<file path="src/design/tvs_pkg.sv">
`timescale 1ns / 1ps
// ---------------------------------------------------------------------------
// tvs_pkg
// Shared constants, request layout and controller/datapath command types
// for the trilinear volume sampler.
// ---------------------------------------------------------------------------
package tvs_pkg;

  localparam int MAX_DIM   = 16;
  localparam int FRAC_BITS = 8;

  localparam int COORD_W  = 12;
  localparam int VAL_W    = 16;
  localparam int SIZE_W   = 5;
  localparam int IDX_W    = $clog2(MAX_DIM);
  localparam int INT_W    = COORD_W - FRAC_BITS;
  localparam int ADDR_W   = 3 * IDX_W;
  localparam int DEPTH    = MAX_DIM * MAX_DIM * MAX_DIM;
  localparam int SYZ_W    = 2 * IDX_W + 1;
  localparam int PROD_W   = VAL_W + 1 + FRAC_BITS + 1;
  localparam int CFG_IDX_W = 2;

  // Request tdata layout, lowest bit first
  localparam int POSX_LSB  = 0;
  localparam int POSY_LSB  = POSX_LSB + COORD_W;
  localparam int POSZ_LSB  = POSY_LSB + COORD_W;
  localparam int VAL_LSB   = POSZ_LSB + COORD_W;
  localparam int IN_DATA_W = ((VAL_LSB + VAL_W + 7) / 8) * 8;

  // Configuration register indexes
  localparam logic [CFG_IDX_W-1:0] CFG_SIZE_X = 2'd0;
  localparam logic [CFG_IDX_W-1:0] CFG_SIZE_Y = 2'd1;
  localparam logic [CFG_IDX_W-1:0] CFG_SIZE_Z = 2'd2;

  // Request kinds carried on tuser
  localparam logic MODE_WRITE  = 1'b0;
  localparam logic MODE_SAMPLE = 1'b1;

  // Blend operand sources
  localparam logic [1:0] MS_CORNER = 2'd0;
  localparam logic [1:0] MS_XY0    = 2'd1;
  localparam logic [1:0] MS_XY1    = 2'd2;
  localparam logic [1:0] MS_Z      = 2'd3;

  // Blend result destinations
  localparam logic [2:0] SD_NONE = 3'd0;
  localparam logic [2:0] SD_A0   = 3'd1;
  localparam logic [2:0] SD_B0   = 3'd2;
  localparam logic [2:0] SD_A1   = 3'd3;
  localparam logic [2:0] SD_B1   = 3'd4;
  localparam logic [2:0] SD_NEAR = 3'd5;
  localparam logic [2:0] SD_FAR  = 3'd6;
  localparam logic [2:0] SD_OUT  = 3'd7;

  typedef struct packed {
    logic       wr_en;
    logic       load;
    logic [2:0] corner;
    logic       hold_en;
    logic       mul_en;
    logic [1:0] mul_src;
    logic [2:0] sum_dst;
  } tvs_cmd_t;

  typedef struct packed {
    logic out_busy;
  } tvs_status_t;

  // Size in use: zero acts as one, anything above the store acts as MAX_DIM
  function automatic logic [SIZE_W-1:0] eff_size(input logic [SIZE_W-1:0] s);
    logic [SIZE_W-1:0] r;
    if (s == '0) begin
      r = SIZE_W'(1);
    end else if (s > SIZE_W'(MAX_DIM)) begin
      r = SIZE_W'(MAX_DIM);
    end else begin
      r = s;
    end
    return r;
  endfunction

endpackage

</file>
<file path="src/design/tvs_ctrl.sv">
`timescale 1ns / 1ps
// ---------------------------------------------------------------------------
// tvs_ctrl
// Request acceptance and the fourteen-step sample sequencer: corner reads,
// blend operand selection and result destinations.
// ---------------------------------------------------------------------------
module tvs_ctrl
  import tvs_pkg::*;
(
  input  logic        clk,
  input  logic        rst_n,
  input  logic        in_tvalid,
  input  logic        in_tuser,
  output logic        in_tready,
  input  tvs_status_t status,
  output tvs_cmd_t    cmd
);

  localparam logic ST_IDLE = 1'b0;
  localparam logic ST_SAMP = 1'b1;

  localparam logic [3:0] STEP_RD0      = 4'd0;
  localparam logic [3:0] STEP_HOLD000  = 4'd1;
  localparam logic [3:0] STEP_MUL_X00  = 4'd2;
  localparam logic [3:0] STEP_HOLD010  = 4'd3;
  localparam logic [3:0] STEP_MUL_X10  = 4'd4;
  localparam logic [3:0] STEP_HOLD001  = 4'd5;
  localparam logic [3:0] STEP_MUL_X01  = 4'd6;
  localparam logic [3:0] STEP_HOLD011  = 4'd7;
  localparam logic [3:0] STEP_MUL_X11  = 4'd8;
  localparam logic [3:0] STEP_SUM_B1   = 4'd9;
  localparam logic [3:0] STEP_MUL_Y1   = 4'd10;
  localparam logic [3:0] STEP_SUM_FAR  = 4'd11;
  localparam logic [3:0] STEP_MUL_Z    = 4'd12;
  localparam logic [3:0] STEP_LAST     = 4'd13;

  logic       state_r, state_nxt;
  logic [3:0] step_r, step_nxt;
  logic       accept;

  assign in_tready = (state_r == ST_IDLE);
  assign accept    = in_tvalid & in_tready;

  always_comb begin
    cmd         = '0;
    cmd.mul_src = MS_CORNER;
    cmd.sum_dst = SD_NONE;
    cmd.corner  = step_r[2:0];
    cmd.wr_en   = accept & (in_tuser == MODE_WRITE);
    cmd.load    = accept & (in_tuser == MODE_SAMPLE);
    if (state_r == ST_SAMP) begin
      unique case (step_r)
        STEP_RD0: begin
        end
        STEP_HOLD000: cmd.hold_en = 1'b1;
        STEP_MUL_X00: cmd.mul_en  = 1'b1;
        STEP_HOLD010: begin
          cmd.hold_en = 1'b1;
          cmd.sum_dst = SD_A0;
        end
        STEP_MUL_X10: cmd.mul_en = 1'b1;
        STEP_HOLD001: begin
          cmd.hold_en = 1'b1;
          cmd.sum_dst = SD_B0;
        end
        STEP_MUL_X01: cmd.mul_en = 1'b1;
        STEP_HOLD011: begin
          cmd.hold_en = 1'b1;
          cmd.sum_dst = SD_A1;
          cmd.mul_en  = 1'b1;
          cmd.mul_src = MS_XY0;
        end
        STEP_MUL_X11: begin
          cmd.mul_en  = 1'b1;
          cmd.sum_dst = SD_NEAR;
        end
        STEP_SUM_B1: cmd.sum_dst = SD_B1;
        STEP_MUL_Y1: begin
          cmd.mul_en  = 1'b1;
          cmd.mul_src = MS_XY1;
        end
        STEP_SUM_FAR: cmd.sum_dst = SD_FAR;
        STEP_MUL_Z: begin
          cmd.mul_en  = 1'b1;
          cmd.mul_src = MS_Z;
        end
        STEP_LAST: begin
          // hold the final sum until the output register is free
          if (!status.out_busy) begin
            cmd.sum_dst = SD_OUT;
          end
        end
        default: begin
        end
      endcase
    end
  end

  always_comb begin
    state_nxt = state_r;
    step_nxt  = step_r;
    unique case (state_r)
      ST_IDLE: begin
        step_nxt = STEP_RD0;
        if (cmd.load) begin
          state_nxt = ST_SAMP;
        end
      end
      ST_SAMP: begin
        if (step_r == STEP_LAST) begin
          if (!status.out_busy) begin
            state_nxt = ST_IDLE;
            step_nxt  = STEP_RD0;
          end
        end else begin
          step_nxt = step_r + 4'd1;
        end
      end
      default: begin
        state_nxt = ST_IDLE;
        step_nxt  = STEP_RD0;
      end
    endcase
  end

  always_ff @(posedge clk) begin
    if (!rst_n) begin
      state_r <= ST_IDLE;
      step_r  <= STEP_RD0;
    end else begin
      state_r <= state_nxt;
      step_r  <= step_nxt;
    end
  end

  a_sample_starts: assert property (@(posedge clk) disable iff (!rst_n)
    (accept && in_tuser == MODE_SAMPLE) |=> (state_r == ST_SAMP && step_r == STEP_RD0))
    else $error("sample request did not start the sequencer");

  a_step_advances: assert property (@(posedge clk) disable iff (!rst_n)
    (state_r == ST_SAMP && step_r != STEP_LAST) |=>
      (state_r == ST_SAMP && step_r == $past(step_r) + 4'd1))
    else $error("sequencer skipped or held a step");

  a_finish_on_free: assert property (@(posedge clk) disable iff (!rst_n)
    (state_r == ST_SAMP && step_r == STEP_LAST && !status.out_busy) |=> (state_r == ST_IDLE))
    else $error("sequencer did not return to idle after delivering");

endmodule

</file>
<file path="config.mk">
export PLATFORM = sky130hd
export DESIGN_NAME = tvs_ctrl
export DESIGN_NICKNAME = d
export VERILOG_FILES = /design/src/design/tvs_pkg.sv /design/src/design/tvs_ctrl.sv
export SDC_FILE = /design/constraint.sdc
export NUM_CORES = 1
export LEC_CHECK = 0
export BUFFER_PORTS_ARGS = -buffer_cell sky130_fd_sc_hd__buf_2
export CORE_AREA = 4 4 41 43
export DETAILED_ROUTE_END_ITERATION = 8
export DIE_AREA = 0 0 45 47
export PLACE_DENSITY_LB_ADDON = 0.2
export SLEW_MARGIN = 20
export SYNTH_ARGS = -nofsm -noshare
export SYNTH_HDL_FRONTEND = slang
export SYNTH_SLANG_ARGS = --single-unit
</file>
<file path="constraint.sdc">
create_clock -name clk -period 1.7 [get_ports clk]
set_input_delay 0.34 -clock clk [delete_from_list [all_inputs] [get_ports clk]]
set_output_delay 0.34 -clock clk [all_outputs]
set_load 0.01 [all_outputs]
</file>
==> flow_summary.toml <==
[cells_and_area]
drive_above_1_share_pct = 54.43
finalInstanceArea_um2 = 603.1
utilization_pct = 46.35
nets = 85
diodes = 0
nFillCells = 146
areaGrowthSynthToFinish_pct = 46.50

[timing]
period_minus_slack_ns = 1.675
rsz0062_at_grt = "yes"
tightest_slew_ns = 0.2821
drv_slew = 0
fin_worst_skew_ns = 0.007814
slew_headroom_pct = 81.17
hold_ws_ns = 0.3281
fin_crit_sh_pct = 98.55
hold_viol = 0
max_freq_ghz = 0.5969
setup_violations = 0

[drt]
drtAntennaViolNets = 0
drt_iter0_drc = 4
routed_via_density = 5.053
drc = 0
drt_wl_total_mm = 1.192
wl_per_cell_um = 12.68
dr.pass1.iters = 4
vias = 475

[clock_tree]
insertion_delay_ns = 0.25
cts_buffers = 3
cts_tree = "built"
cts.sinks = 5
clk_pin_slew_worst_paths_ns = 0.05
htree_num_levels = 1
cts_root_buffer = "clkbuf_4"
clock_path_buffers = 2
cts_hold_buf = 0

[synthesis]
synth_enable_flop_cells = 0
synthCells = 55
yosysTopAreaCellShare_pct = 24.32
netlist_top_cells_area = "dfxtp_1 (24%), buf_4 (7.3%), nand2_1 (7.3%)"
async_reset_ff_share_pct = 0
syn_area_um2 = 411.6
yosysWarnings = 0
ys_ff_latch = 5
ys.flop_type = "dfxtp_1"
avgSynthCellArea_um2 = 7.484
synth.distinct_cells = 29
synth_nets = 60
yosys.area.top_type = "dfxtp_1"
ys_seq_area_share_pct = 24.32

[critical_path]
cp.arrival_ns = 1.34
required_ns = 1.36
critPathLaunchType = "flip-flop"
cp_slowest_cell = "dfxtp_4"
critPathMaxFanout = 5
path_delay_family = "flip-flops"
critical_path.cell_chain = "or2b_4, o32ai_4, o21a_1, buf_2"
cp_slowest_stage_delay_ns = 0.36
crit_buf_inv = 1
cp-end-kind = "output pin"
path_class = "reg2out"

[global_route]
track_usage_pct = 12.97
grt_max_degree = 10
grt_first_pass_wirelength_mm = 1.966
grt_remaining_overflow = 0
antenna_found_initial = 0
grt_pass1_vias = 464

[floorplanning]
floorplan.die.height_um = 47
die_w_um = 45
io_pins = 18
start_util_pct = 31.63
dieArea_um2 = 2115
coreArea_um2 = 1301
fp-row-count = 13

[placement]
gp_congestion = 0.8043
port_buffers = 17
dp_hpwl_um = 835.7
dpl_cell_area_um2 = 506.7

[pwr]
power_leakage_nw = 0.2797
powerDensity_nw_per_um2 = 501.7
p_sw_mw = 0.07883
clkPwrFrac_pct = 45.9
switching_share_pct = 26.06
peakVddDrop_uv = 464.5
comb_power_share_pct = 12.4
p_seq_share_pct = 41.7
intPower_mw = 0.2237

[flow_run]
max_cap_violations = 0

[hold_path]
hold_path_class = "in2reg"

[run_status]
status = "complete, no violations"
[area by class of cell]
class                      instances  area, um^2  area share (%)
sequential                         5       112.6           18.67
tap                               15       18.77           3.112
clock buffer                       4       26.28           4.357
timing repair buffer              27       163.9           27.18
inverter                           2       7.507           1.245
multi-input combinational         41       274.0           45.44
[layer usage]
layer | up-vias | track usage (%) | part of all wire [%]
li1 | 241 | - | -
met1 | 211 | 13.01 | 41
met2 | 23 | 24.86 | 49
met3 | 0 | 6.130 | 10
met4 | 0 | 1.754 | 0
met5 | - | 0 | 0
[power groups by stage]
stage,Sequential (mW),Combinational (mW),Clock [mW]
after floorplan,0.127,0.0230,0
after global placement,0.131,0.0351,0
after detailed placement,0.131,0.0356,0
after CTS,0.126,0.0369,0.148
after global routing,0.127,0.0413,0.154
final,0.126,0.0375,0.139
[timing repair]
action / CTS / global route
resized for setup: 8 / 6
pin swaps: 1 / 4
setup buffers: 3 / 0
setup endpoints to repair: 5 / 6
[state kept, by name (all words and copies together) (netlist names)]
register and flops:
step_r 4, state_r 1
[synthesized netlist by cell type (2+ instances only)]
cell type	count
buf_4	4
nor2_1	5
and2b_2	2
a21oi_1	4
inv_1	2
nand2_1	8
nor3_1	4
dfxtp_1	5
[logic make-up after synthesis]
logic type | after synthesis | share of synthesized area, %
XOR/XNOR | 2 | 4.256
AO/OA/AOI/OAI | 12 | 20.06
AND/OR/NAND/NOR | 27 | 34.66
buffers and inverters | 9 | 16.72
flip-flops | 5 | 24.32
[worst paths after layout]
check | cells after the start | start | end | slack (ns)
setup / recovery | 4 | step_r[3] | cmd[0] | 0.02
hold / removal | 3 | rst_n | state_r | 0.33
setup reg to reg | 5 | step_r[1] | step_r[3] | 0.61
hold reg to reg | 2 | step_r[0] | step_r[0] | 0.65
[cell usage in the layout (no fill, tap or decap), drive strengths merged, types with 2 or more instances in the layout]
cell    count
nor2        6
nor3        4
a21oi       4
a211oi      2
clkbuf      4
inv         2
buf        27
nand2       8
and2b       2
dfxtp       5
[tightest hold or removal path: stages]
cell     delay, ns
buf_2         0.09
nand2_1       0.04
o21ai_1       0.06
[stage by stage]
step                total power, mW  std cells  setup TNS [ns]  worst slack (ns)
floorplan                    0.1501         55               0            0.2540
global placement             0.1662         87               0            0.1336
detailed placement           0.1666         87               0            0.1345
CTS                          0.3111         94               0          0.001421
global route                 0.3225         94         -0.1446          -0.05746
finish                       0.3025         94               0           0.02470
No activity file was read; power rests on OpenSTA's default activity.
